===== src/rtl/m3inv_pkg.sv =====
// Package: element widths, shared types and fixed-point helpers for the 3x3 inverse.
package m3inv_pkg;

    localparam int FRAC_BITS  = 16;
    localparam int ELEM_WIDTH = 32;
    localparam int THR_WIDTH  = 31;
    localparam int PROD_WIDTH = 2 * ELEM_WIDTH;
    localparam int SUM_WIDTH  = PROD_WIDTH + 2;
    localparam int MAG_WIDTH  = ELEM_WIDTH;
    // dividend 2^(2*FRAC_BITS)
    localparam int DIVD_WIDTH = 2 * FRAC_BITS + 1;
    localparam int Q_DEPTH    = 4;
    localparam int Q_AW       = $clog2(Q_DEPTH);

    typedef logic signed [ELEM_WIDTH-1:0] elem_t;
    typedef logic [THR_WIDTH-1:0] thr_t;
    typedef elem_t [8:0] mat_t;

    // word passed from front to back through the queue
    typedef struct packed {
        mat_t  adj;
        elem_t det;
        logic  sing;
    } front_word_t;

    typedef struct packed {
        mat_t  inv;
        elem_t det;
        logic  sing;
    } result_t;

    localparam elem_t ELEM_MAX = {1'b0, {(ELEM_WIDTH-1){1'b1}}};
    localparam elem_t ELEM_MIN = {1'b1, {(ELEM_WIDTH-1){1'b0}}};

    // floor shift by FRAC_BITS of a wide signed value, saturate to element range
    function automatic elem_t scale_sat(input logic signed [SUM_WIDTH-1:0] v);
        logic signed [SUM_WIDTH-1:0] s;
        logic signed [SUM_WIDTH-1:0] hi_lim;
        logic signed [SUM_WIDTH-1:0] lo_lim;
        begin
            s      = v >>> FRAC_BITS;
            hi_lim = SUM_WIDTH'(ELEM_MAX);
            lo_lim = SUM_WIDTH'(ELEM_MIN);
            if (s > hi_lim)
                scale_sat = ELEM_MAX;
            else if (s < lo_lim)
                scale_sat = ELEM_MIN;
            else
                scale_sat = s[ELEM_WIDTH-1:0];
        end
    endfunction

endpackage


===== src/rtl/m3inv_queue.sv =====
// Small FIFO between front and back.
module m3inv_queue (
    input  logic                   clk,
    input  logic                   rst_n,
    input  logic                   wr_en,
    input  m3inv_pkg::front_word_t wr_data,
    input  logic                   rd_en,
    output m3inv_pkg::front_word_t rd_data,
    output logic                   empty,
    output logic [m3inv_pkg::Q_AW:0] count
);
    import m3inv_pkg::*;

    front_word_t mem [Q_DEPTH];
    logic [Q_AW-1:0] wp_reg;
    logic [Q_AW-1:0] rp_reg;
    logic [Q_AW:0]   cnt_reg;

    always_ff @(posedge clk or negedge rst_n)
    begin
        if (!rst_n)
        begin
            wp_reg  <= '0;
            rp_reg  <= '0;
            cnt_reg <= '0;
        end
        else
        begin
            if (wr_en)
                wp_reg <= wp_reg + 1'b1;
            if (rd_en)
                rp_reg <= rp_reg + 1'b1;
            cnt_reg <= cnt_reg + (Q_AW+1)'(wr_en) - (Q_AW+1)'(rd_en);
        end
    end

    always_ff @(posedge clk)
    begin
        if (wr_en)
            mem[wp_reg] <= wr_data;
    end

    assign rd_data = mem[rp_reg];
    assign empty   = (cnt_reg == '0);
    assign count   = cnt_reg;
endmodule


===== config.mk =====
export PLATFORM = sky130hd
export DESIGN_NAME = m3inv_queue
export DESIGN_NICKNAME = d
export VERILOG_FILES = /design/src/rtl/m3inv_pkg.sv /design/src/rtl/m3inv_queue.sv
export SDC_FILE = /design/constraint.sdc
export NUM_CORES = 1
export LEC_CHECK = 0
export BUFFER_PORTS_ARGS = -buffer_cell sky130_fd_sc_hd__buf_4
export CELL_PAD_IN_SITES_DETAIL_PLACEMENT = 1
export CELL_PAD_IN_SITES_GLOBAL_PLACEMENT = 1
export CORE_UTILIZATION = 40
export CTS_CLUSTER_DIAMETER = 40
export DETAILED_ROUTE_END_ITERATION = 8
export PLACE_DENSITY = 0.65
export REMOVE_ABC_BUFFERS = 1
export SYNTH_ARGS = -nofsm -noshare
export SYNTH_HDL_FRONTEND = slang
export SYNTH_SLANG_ARGS = --single-unit

===== constraint.sdc =====
create_clock -name clk -period 11.9 [get_ports clk]
set_clock_uncertainty 0.05 [all_clocks]
set_input_delay 1.785 -clock clk [delete_from_list [all_inputs] [get_ports clk]]
set_output_delay 1.785 -clock clk [all_outputs]
set_load 0.01 [all_outputs]

# Word level (Yosys, flattened, before mapping)
# Memory sizes are Yosys's and may differ from the RTL's.
# Cells that the tools add are included.
[word_totals] register_bits=7 latchBits=0 ram_bits=1284 romBits=0 inputBits=325 memories=1
[op_classes] add_sub_neg=4 multipliers=0 n_div=0 magnitude_cmp=0 n_eq_ne=0 n_shift=0 n_mux=2 bitwise_logic=0 n_reduce_logical=1
[memory_table] name="mem" words=4 width=321 rd=1 rd_clocked_by_memory_dff=0 write_ports=1 line="m3inv_queue.sv:14" source="front_word_t mem [Q_DEPTH];"
[op_table] cell="$add A2 B1 Y2 const B" n=2
[op_table] cell="$add A3 B1 Y3" n=1
[op_table] cell="$logic_not A3 Y1" n=1
[op_table] cell="$sub A3 B1 Y3" n=1
[op_table] cell="$mux W1" n=2

# Depth between registers and ports, before layout
# Gate-level depths: netlist of the first run.
[logic_depth] depth_word=2 ltp_mapped=7 depth_no_buf=7

# Least setup slack after synthesis of the first run
# OpenSTA, ideal clock, no wires.
[synth_path] kind="input-to-reg" from="in wr_en" to="mem mem[0][0] (netlist name) (enable)" setup_ps=723 arrival_time_ps=9019 required_time_ps=11127 slack_ps=2108 stages=1 cell_sequence="and2_1"
[synth_via] elab_chain_cells=2
[synth_lines] element="from (decl)" line="m3inv_queue.sv:5" source="input logic wr_en,"
[synth_lines] element="$mux W1" line="m3inv_queue.sv:39" source="if (wr_en)"
[synth_lines] element="$mux W1 (not written as such)" line="m3inv_queue.sv:40" source="mem[wp_reg] <= wr_data;"
[synth_lines] element="to (decl)" line="m3inv_queue.sv:14"
# No other way between the ends.

==> impl_results.md, run 1 <==
* CTS Sinks at 1,291
* Most frequent cells in the layout: edfxtp_1 (1,284), buf_4 (653), mux4_2 (321)
* Cts bufs inserted at 162
* Layout cell share with drive strength beyond 1 at between 40% and 50%
* Cell Area, Synth at around 47,000 sq um
* Worst hold path class: register to register
* Starting Density at 40.6%
* CTS resizes at 0
* CTS Hold Buffers Added at 0
* Port bufs at around 650
* Iter 0 DRT Violations at 1,038
* Synth unique cells at 15
* Worst slew pin tran at 1.16 ns
* Die Y-Extent at 344 um
* H-Tree Depth at 4
* Footprint of the multi-input gates at 7420 sq um
* DP Area at 53,200 sq um
* Die area at 118,000 sq um
* Ports at 650
* Clock Tree Buf Depth at 3
* Final Util at 51.1%
* DR vias/cell at 5.04
* Setup tns final at 0 ns
* DRC violations left at 0
* Critical path type: register to primary output
* Clock transition at path regs at about 0.060 ns
* Final Cycle Share at between 50% and 60%
* Reg2reg start: wp_reg[0]$_DFFE_PN0P_
* Post-Layout Cell Count at 4,126
* Core Area at 115,000 sq um
* Power per cell area at 265 nW/um^2
* Postcts setup bufs at 0
* Fillcell total at 10,100
* Required @ worst endpoint at approximately 10 ns
* Routability cong. at 0.746
* Yosys warning count at 0
* Area delta synth->final at 26.0%
* Drt total wl at about 100,000 um
* Row Count at 124
* Total vias in the final route at between 20,000 and 25,000
* Die X at 344 um
* Largest Register: mem
* Post-synthesis sequential area ratio at 82.9%
* Post-synthesis cell count at 1,710
* Critical Path Source Type: register
* # nets final at 2,798
* TritonCTS clock tree: done
* Commonest non-fill, non-tap cell in the layout: edfxtp_1
* Root buffer cell: clkbuf_16
* Worst r2r path cells at 4
* Leak at 20.0 nW
* Clk_lat worst skew at about 0.74 ns
* GRT Residual Overflow at 0
* Final hold viol count at 0
* DRT antenna net count at 0
* Final Instance Area at 58,800 sq um
* Initial antenna violation count at 17
* Critical Path AT at 4.18 ns
* Hold Slack at 0.488 ns
* Synth Register Bits at 1,291
* RSZ-0062 raised after global routing: false
* Tmin final at 6.01 ns
* Global-route wire length before repair at 150,000 um
* Status: finished clean
* Avg Inst Size Synth at 27.3 sq um
* WHS Path Cells at 1
* TritonRoute pass-1 iters at 4
* Placed insts at 3,814
* DR WL/cell at between 20 and 30 um
* Largest net degree at the start of global routing at 151
* Max-cap violations at 0
* Critical Path Fanout Max at approximately 110
* Register area at between 30,000 and 40,000 sq um
* Setup Viol. Count Final at 0
* Max reg flops at between 1,000 and 1,500
* Min-delay src: wp_reg[0]$_DFFE_PN0P_
* Worst setup startpoint: rp_reg[0]$_DFFE_PN0P_
* Pins Over Slew Limit at 0
* Highest Clock Rate at about 0.17 GHz
* Rel. slew slack at 22.5%
* CP endpoint kind: primary output
* Post-DP HPWL at 61,900 um
* IR drop worst, VDD at roughly 0.00021 V
* Vias in the first global route at 23,100
* Total global routing track utilization at ~17%
[path summary, 6_finish.rpt]
kind	to	slack (ns)
worst max register to register	mem[3][143]$_DFFE_PP_	8.12
max in group asynchronous	rp_reg[1]$_DFFE_PN0P_	10.84
worst min-delay path	wp_reg[0]$_DFFE_PN0P_	0.49
min in group asynchronous	rp_reg[0]$_DFFE_PN0P_	0.80
worst max-delay path	rd_data[267]	5.89
worst min register to register	wp_reg[0]$_DFFE_PN0P_	0.49
[cell families after synthesis]
kind of cell | synth area share [%]
simple gates | 0.0804
fa+ha+maj | 0.204
compound gates | 0.0107
mux | 15.5
buf+inv | 1.20
flops | 82.9
xor+xnor | 0.0938
[critical path: stages, from the launching register on]
cell and delay (ns):
dfrtp_4 0.78, buf_4 0.83, buf_12 0.62, mux4_2 0.66, buf_4 0.17
[cell type report]
cell class                      instances  area share (%)
Antenna cell                            9          0.0383
Tap cell                             1512            3.22
Clock inverter                        120            2.41
Sequential cell                      1291            65.8
Multi-Input combinational cell        341            12.6
Clock buffer                          183            7.13
Inverter                                6          0.0383
Timing Repair Buffer                  664            8.71
[cells in the mapped netlist (all sizes together)]
library cell	n	share of area, %
buf	65	1.1
nand2	2	0.016
edfxtp	1284	83
and2	4	0.054
xnor2	3	0.056
inv	6	0.048
fa	1	0.043
mux4	321	15
dfrtp	7	0.38
o21ai	1	0.011
xor2	2	0.038
nor3	1	0.011
clkbuf	7	0.056
ha	6	0.16
[report_power, final]
part           switching (mW)  total [mW]  internal [mW]
Sequential              0.236        6.19           5.96
Combinational            2.30        4.44           2.14
Clock                    1.95        4.97           3.01
[metal layers]
layer  track usage, %  vias up  share of wire (%)
met5                0        -               0.11
met2             29.8      608                 53
met1             20.1    11000                 37
li1                 -     9036                  -
met4             5.87       16                2.4
met3             6.10      154                7.6
[metrics by stage]
| step | setup WS, ns | total power, mW |
|---|---|---|
| after floorplan | -3.09 | 9.78 |
| after global placement | 6.56 | 10.7 |
| after detailed placement | 6.56 | 10.8 |
| after CTS | 5.72 | 15.9 |
| after global routing | 5.47 | 16.2 |
| final | 5.89 | 15.6 |
Note: power is estimated with default switching activity, not from simulation.
==> run 2: changes to the inputs <==
--- a/config.mk
+++ b/config.mk
@@ -11,7 +11,7 @@
 export CORE_UTILIZATION = 40
 export CTS_CLUSTER_DIAMETER = 40
 export DETAILED_ROUTE_END_ITERATION = 8
-export PLACE_DENSITY = 0.65
+export PLACE_DENSITY = 0.68
 export REMOVE_ABC_BUFFERS = 1
 export SYNTH_ARGS = -nofsm -noshare
 export SYNTH_HDL_FRONTEND = slang
==> constraint.sdc (replaced) <==
create_clock -name clk -period 4.9 [get_ports clk]
set_clock_uncertainty 0.05 [all_clocks]
set_input_delay 0.735 -clock clk [delete_from_list [all_inputs] [get_ports clk]]
set_output_delay 0.735 -clock clk [all_outputs]
set_load 0.01 [all_outputs]
==> run 2 against run 1 <==
  * Utilization rose by 0.29 points
  * Via count rose by 3.3%
  * Clock power rose by 140%
  * Sequential power rose by 140%
  * Final cell count rose by 1.0%
  * Non-clock buffer count rose by 43
  * Count of clock-buffer cells in the layout did not move
  * Combinational power rose to 2.5 times the previous value
  * Largest power group unchanged
  * Critical endpoint is now rd_data[183]
  * Die area did not move
  * Hold slack got worse by 0.37 ns
  * Global-route usage rose by 1.2 points
==> impl_results.md, run 2 (synthesis results as in run 1) <==
* Status: finished clean (unchanged)
* RSZ-0062 raised after global routing: false (unchanged)
* Area delta synth->final at 26.7% (was 26.0%)
* DRT antenna net count at 0 (unchanged)
* Die Y-Extent at 344 um (unchanged)
* Critical Path Fanout Max at 47 (was 108)
* Pins Over Slew Limit at 0 (unchanged)
* Root buffer cell: clkbuf_16 (unchanged)
* Buf+Inv Stages, Crit Path at 2 (was 3)
* Ports at 650 (unchanged)
* Total vias in the final route at 21,500 (was 20,800)
* Post-route setup slack at 1.06 ns (was 5.89 ns)
* H-Tree Depth at 4 (unchanged)
* Worst hold path class: input port to register (was register to register)
* Power per cell area at 643 nW/um^2 (was 265 nW/um^2)
* DP Area at 53,700 sq um (was 53,200 sq um)
* Critical-path cell list: buf_12 > mux4_2 > buf_4 (was buf_4 > buf_12 > mux4_2 > buf_4)
* Setup Viol. Count Final at 0 (unchanged)
* Setup tns final at 0 ns (unchanged)
* Initial antenna violation count at 19 (was 17)
* Post-Layout Cell Count at 4,169 (was 4,126)
* Total global routing track utilization at 18.6% (was 17.3%)
* Clock transition at path regs at 0.06 ns (about the same)
* Final Cycle Share at 78.4%
* DRC violations left at 0 (unchanged)
* Final hold viol count at 0 (unchanged)
* Critical Path AT at 3.05 ns (was 4.18 ns)
* Most frequent cells in the layout: edfxtp_1 (1,284), buf_4 (682), mux4_2 (321) (was edfxtp_1 (1,284), buf_4 (653), mux4_2 (321))
* Largest net degree at the start of global routing at 74 (was 151)
* CTS resizes at 0 (unchanged)
* Worst slew pin tran at 1.03 ns (was 1.16 ns)
* Iter 0 DRT Violations at 1,318 (was 1,038)
* Worst r2r path cells at 4 (unchanged)
* Final Util at 51.4% (was 51.1%)
* GRT Residual Overflow at 0 (unchanged)
* Vias in the first global route at 23,800 (was 23,100)
* Rel. slew slack at 31.6% (was 22.5%)
* Max-cap violations at 0 (unchanged)
* Placed insts at 3,856 (was 3,814)
* Cts bufs inserted at 164 (was 162)
* Critical Path Max Stage Delay at 1.01 ns (was 0.83 ns)
* Clock Tree Buf Depth at 3 (unchanged)
* Highest Clock Rate at 0.260 GHz
* Port bufs at 649 (unchanged)
* Hold Slack at 0.116 ns (was 0.488 ns)
* CTS Sinks at 1,291 (unchanged)
* Leak at 20.2 nW (was 20.0 nW)
* Drt total wl at 110,000 um (was 103,000 um)
* Postcts setup bufs at 0 (unchanged)
* # nets final at 2,843 (was 2,798)
* Overall power at 38.0 mW (was 15.6 mW)
* TritonCTS clock tree: done (unchanged)
* Starting Density at 40.6% (unchanged)
* Commonest non-fill, non-tap cell in the layout: edfxtp_1 (unchanged)
* Worst path slowest cell: dfrtp_4 (was buf_4)
* Die area at 118,000 sq um (unchanged)
* Layout cell share with drive strength beyond 1 at 48.7% (was 48.3%)
* Die X at 344 um (unchanged)
* Core Area at 115,000 sq um (unchanged)
* Routability cong. at 0.782 (was 0.746)
* Critical Path Source Type: register (unchanged)
* Critical path type: register to primary output (unchanged)
* Dpl ws at 1.72 ns (was 6.56 ns)
* IR drop worst, VDD at 0.000451 V (was 0.000210 V)
* TritonRoute pass-1 iters at 5 (was 4)
* CTS Hold Buffers Added at 1 (was 0)
* CP top delay family: flip-flops (was buffers and inverters)
* CP endpoint kind: primary output (unchanged)
* DR WL/cell at 26.4 um (was 25.0 um)
* Critical path depth at 3 (was 4)
* Row Count at 124 (unchanged)
* Tmin final at 3.84 ns
* Required @ worst endpoint at 4.12 ns (was 10.07 ns)
* Fillcell total at 10,100 (about the same)
* Global-route wire length before repair at 159,000 um (was 150,000 um)
* Post-DP HPWL at 70,800 um (was 61,900 um)
* DR vias/cell at 5.15 (was 5.04)
* Clk_lat worst skew at 0.75 ns (was 0.74 ns)
* WHS Path Cells at 1 (unchanged)
* Max reg flops at 1,284 (unchanged)
* Final Instance Area at 59,200 sq um (was 58,800 sq um)
* Largest Register: mem (unchanged)
## run 2: cell types whose count changed in the layout (fill, tap and decap cells not counted), moves of 3 or more
cell / before / now
buf_4: 653 / 682
clkinv_4: 15 / 8
diode_2: 9 / 13
clkinv_2: 17 / 20
clkinv_1: 17 / 29
buf_12: 11 / 24
bufinv_16: 19 / 15
inv_6: 23 / 15
## run 2: cell type report
class                      count  area [sq um]  share of cell area (%)
antenna                       13          32.5                  0.0550
clock buffer                 183          4240                    7.16
clock inverter               116          1210                    2.05
inverter                       6          22.5                  0.0381
multi-input combinational    341          7420                    12.5
sequential                  1291         38700                    65.5
tap                         1512          1890                    3.20
timing repair buffer         707          5610                    9.48
## run 2: final timing paths
| kind | slack, ns | startpoint | to |
|---|---|---|---|
| max | 1.06 | rp_reg[0]$_DFFE_PN0P_ | rd_data[183] |
| min | 0.12 | wr_data[14] | mem[3][14]$_DFFE_PP_ |
| max reg2reg | 2.43 | wp_reg[0]$_DFFE_PN0P_ | mem[2][224]$_DFFE_PP_ |
| min reg2reg | 0.51 | wp_reg[0]$_DFFE_PN0P_ | wp_reg[0]$_DFFE_PN0P_ |
| max in group asynchronous | 4.33 | rst_n | rp_reg[0]$_DFFE_PN0P_ |
| min in group asynchronous | 0.33 | rst_n | count[2]$_DFF_PN0_ |
## run 2: report_power, final
| part | internal, mW | switching (mW) | total [mW] | leakage [nW] |
|---|---|---|---|---|
| sequential | 14.4 | 0.656 | 15.1 | 11.9 |
| clock | 7.10 | 4.71 | 11.8 | 2.61 |
| combinational | 5.41 | 5.74 | 11.1 | 5.67 |
## run 2: layer usage
layer | wire [um] | part of all wire (%) | global-route usage [%]
met5 | 109 | 0.099 | 0
met4 | 3230 | 2.9 | 7.16
met3 | 9790 | 8.9 | 6.97
met2 | 56900 | 52 | 31.4
met1 | 40200 | 36 | 21.4
==> run 3: changes to the inputs <==
--- a/config.mk
+++ b/config.mk
@@ -5,13 +5,14 @@
 export SDC_FILE = /design/constraint.sdc
 export NUM_CORES = 1
 export LEC_CHECK = 0
+export ABC_AREA = 1
 export BUFFER_PORTS_ARGS = -buffer_cell sky130_fd_sc_hd__buf_4
 export CELL_PAD_IN_SITES_DETAIL_PLACEMENT = 1
 export CELL_PAD_IN_SITES_GLOBAL_PLACEMENT = 1
 export CORE_UTILIZATION = 40
 export CTS_CLUSTER_DIAMETER = 40
 export DETAILED_ROUTE_END_ITERATION = 8
-export PLACE_DENSITY = 0.68
+export PLACE_DENSITY = 0.71
 export REMOVE_ABC_BUFFERS = 1
 export SYNTH_ARGS = -nofsm -noshare
 export SYNTH_HDL_FRONTEND = slang
==> constraint.sdc (replaced) <==
create_clock -name clk -period 4 [get_ports clk]
set_clock_uncertainty 0.05 [all_clocks]
set_input_delay 0.6 -clock clk [delete_from_list [all_inputs] [get_ports clk]]
set_output_delay 0.6 -clock clk [all_outputs]
set_load 0.01 [all_outputs]
==> run 3 against run 2 <==
  * Register-to-register slack got worse by 0.75 ns
  * Clock power increased by 36%
  * Sequential share of layout area decreased by 11 points
  * Power increased by 42%
  * Non-clock buffer count increased by 341
  * Synthesized cell count increased to 3.0 times the previous value
  * Global-route usage increased by 4.2 points
  * Synthesized area increased by 16%
  * Utilization increased by 1.3 points
  * Critical path depth increased by 3
  * Sequential cell count unchanged
==> impl_results.md, run 3 <==
* Post-synth EDFFs at 1,284 (unchanged)
* Critical Path Source Type: register (unchanged)
* Largest Register: mem (unchanged)
* Hold Slack at 0.165 ns (was 0.116 ns)
* Power per cell area at 766 nW/um^2 (was 643 nW/um^2)
* # nets final at 6,421 (was 2,843)
* Iter 0 DRT Violations at 1,975 (was 1,318)
* Rel. slew slack at 36.2% (was 31.6%)
* Most frequent cell after synthesis: nand2_1 (was edfxtp_1)
* Highest Clock Rate at 0.269 GHz
* Starting Density at 40.5% (was 40.6%)
* Status: finished clean (unchanged)
* Required @ worst endpoint at 3.35 ns (was 4.12 ns)
* Area delta synth->final at 30.3% (was 26.7%)
* Clock transition at path regs at 0.06 ns (about the same)
* Largest net degree at the start of global routing at 150 (was 74)
* Post-Layout Cell Count at 8,031 (was 4,169)
* Die X at 370 um (was 344 um)
* Ports at 650 (unchanged)
* IR drop worst, VDD at 0.000776 V (was 0.000451 V)
* Most frequent cells in the layout: nand2_1 (1,616), inv_1 (1,292), edfxtp_1 (1,284) (was edfxtp_1 (1,284), buf_4 (682), mux4_2 (321))
* Die area at 137,000 sq um (was 118,000 sq um)
* Cell type with the highest aggregate area in the netlist: edfxtp_1 (unchanged)
* DP Area at 61,200 sq um (was 53,700 sq um)
* Synth Register Bits at 1,291 (unchanged)
* TritonCTS clock tree: done (unchanged)
* Worst hold path class: input port to async pin (was input port to register)
* Setup tns final at 0 ns (unchanged)
* Core Area at 134,000 sq um (was 115,000 sq um)
* Max reg flops at 1,284 (unchanged)
* GRT Residual Overflow at 0 (unchanged)
* Cts bufs inserted at 179 (was 164)
* DR vias/cell at 4.78 (was 5.15)
* Synth unique cells at 16 (was 15)
* CP endpoint kind: primary output (unchanged)
* Top cell type's share of synthesized area at 71.1% (was 82.6%)
* Root buffer cell: clkbuf_16 (unchanged)
* Synth Flop Type: edfxtp_1 (unchanged)
* Layout cell share with drive strength beyond 1 at 16.3% (was 48.7%)
* Worst r2r path cells at 5 (was 4)
* RSZ-0062 raised after global routing: false (unchanged)
* DRC violations left at 0 (unchanged)
* Tmin final at between 3 and 4 ns
* Setup Viol. Count Final at 0 (unchanged)
* Async SR Flop Fraction at 0.542% (unchanged)
* Worst r2r dst: mem[1][111]$_DFFE_PP_ (was mem[2][224]$_DFFE_PP_)
* Avg Inst Size Synth at 10.7 sq um (was 27.3 sq um)
* Max-cap violations at 0 (unchanged)
* Final Instance Area at 70,600 sq um (was 59,200 sq um)
* Yosys warning count at 0 (unchanged)
* Critical path type: register to primary output (unchanged)
* Clk_lat worst skew at 0.78 ns (was 0.75 ns)
* Vias in the first global route at 41,900 (was 23,800)
* Drt total wl at 157,000 um (was 110,000 um)
* Routability cong. at 0.762 (was 0.782)
* Reg2reg setup slack at 1.68 ns (was 2.43 ns)
* Cell Area, Synth at 54,200 sq um (was 46,700 sq um)
* Pins Over Slew Limit at 0 (unchanged)
* Post-synthesis sequential area ratio at 71.5% (was 82.9%)
* Leak at 32.3 nW (was 20.2 nW)
* H-Tree Depth at 4 (unchanged)
* Row Count at 134 (was 124)
* Die Y-Extent at 370 um (was 344 um)
* Final Cycle Share at 93.0%
* Post-synthesis cell count at 5,075 (was 1,710)
* Total global routing track utilization at 22.7% (was 18.6%)
* Clock Tree Buf Depth at 3 (unchanged)
* Worst slew pin tran at 0.957 ns (was 1.03 ns)
* Initial antenna violation count at 29 (was 19)
* Critical Path Fanout Max at 38 (was 47)
* Commonest non-fill, non-tap cell in the layout: nand2_1 (was edfxtp_1)
* TritonRoute pass-1 iters at 5 (unchanged)
* DRT antenna net count at 0 (unchanged)
* Placed insts at 7,351 (was 3,856)
* Final hold viol count at 0 (unchanged)
* Reg2reg start: wp_reg[1]$_DFFE_PN0P_ (was wp_reg[0]$_DFFE_PN0P_)
* Total vias in the final route at 38,400 (was 21,500)
* Port bufs at 649 (unchanged)
* Post-DP HPWL at 91,600 um (was 70,800 um)
* Global-route wire length before repair at 238,000 um (was 159,000 um)
* Critical Path AT at 3.07 ns (was 3.05 ns)
* Largest cells by area after synthesis: edfxtp_1 (71%), nand2_1 (11%), inv_1 (9.0%), nand3_1 (5.9%), buf_2 (1.1%) (was edfxtp_1 (83%), mux4_2 (15%), buf_6 (0.72%), buf_2 (0.38%), dfrtp_1 (0.38%))
* Synth top cells by count: nand2_1 (1,616), inv_1 (1,296), edfxtp_1 (1,284) (was edfxtp_1 (1,284), mux4_2 (321), buf_2 (35))
* DR WL/cell at 19.6 um (was 26.4 um)
* CTS Sinks at 1,291 (unchanged)
## run 3: worst max path at each step
stage | startpoint | end | slack [ns] | depth (start not counted)
after floorplan | rp_reg[0]$_DFFE_PN0P_ | rd_data[0] | -24.76 | 4
after global placement | rp_reg[0]$_DFFE_PN0P_ | rd_data[25] | 1.05 | 6
after detailed placement | rp_reg[0]$_DFFE_PN0P_ | rd_data[212] | 1.03 | 6
after CTS | rp_reg[0]$_DFFE_PN0P_ | rd_data[301] | 0.09 | 6
after global routing | rp_reg[0]$_DFFE_PN0P_ | rd_data[6] | 0.1 | 6
final | rp_reg[0]$_DFFE_PN0P_ | rd_data[6] | 0.28 | 6
## run 3: what timing repair did
item                                   in CTS  in global routing
setup buffers                               0                  1
endpoints found under the hold margin    1295                  0
hold buffers                              324                  0
setup endpoints to repair                   0                  9
gates resized for setup                     0                  0
## run 3: cells by family after synthesis
logic type,count (synthesis),share of synthesized area (%)
and+or+nand+nor,2260,17.1
buffers and inverters,1513,11.2
AOI/OAI and AO/OA,1,0.00922
adders and majority gates,7,0.175
DFF,1291,71.5
xor gates and xnor gates,3,0.0485
## run 3: power breakdown
part           internal, mW  total (mW)  leakage (nW)  switching, mW
clock network          9.90        16.0          2.92           6.11
logic                  6.86        19.8          17.5           12.9
registers              17.7        18.3          11.9          0.659
## run 3: routing by layer
| metal | share of wire, % | track usage, % | vias up |
|---|---|---|---|
| met1 | 39 | 26.3 | 19100 |
| met3 | 6.3 | 5.24 | 285 |
| met4 | 3.1 | 9.08 | 20 |
| li1 | - | - | 17900 |
| met2 | 51 | 40.5 | 1058 |
| met5 | 0.076 | 0 | - |
## run 3: layout make-up
type | count | area (sq um)
diodes | 29 | 72.6
clock buffers | 205 | 4650
clock inverters | 121 | 1410
fillers | 14300 | 63300
inverters | 1298 | 4920
multi-input cells | 2271 | 9420
flip-flops and latches | 1291 | 38700
well taps | 1768 | 2210
repair buffers | 1048 | 9200
## run 3: critical path: stages (launching register included)
cell	delay [ns]
dfrtp_4	0.78
buf_4	0.49
buf_4	0.46
nand2_1	0.11
nand3_1	0.12
nand2_1	0.09
buf_4	0.16
## run 3: stage by stage
step,util [%],worst slack [ns],total power [mW]
after floorplan,-,-24.76,26.5
after global placement,45.7,1.05,37.3
after detailed placement,45.7,1.03,37.9
after CTS,52.6,0.0944,54.5
after global routing,52.7,0.0992,56.8
final,52.7,0.278,54.1
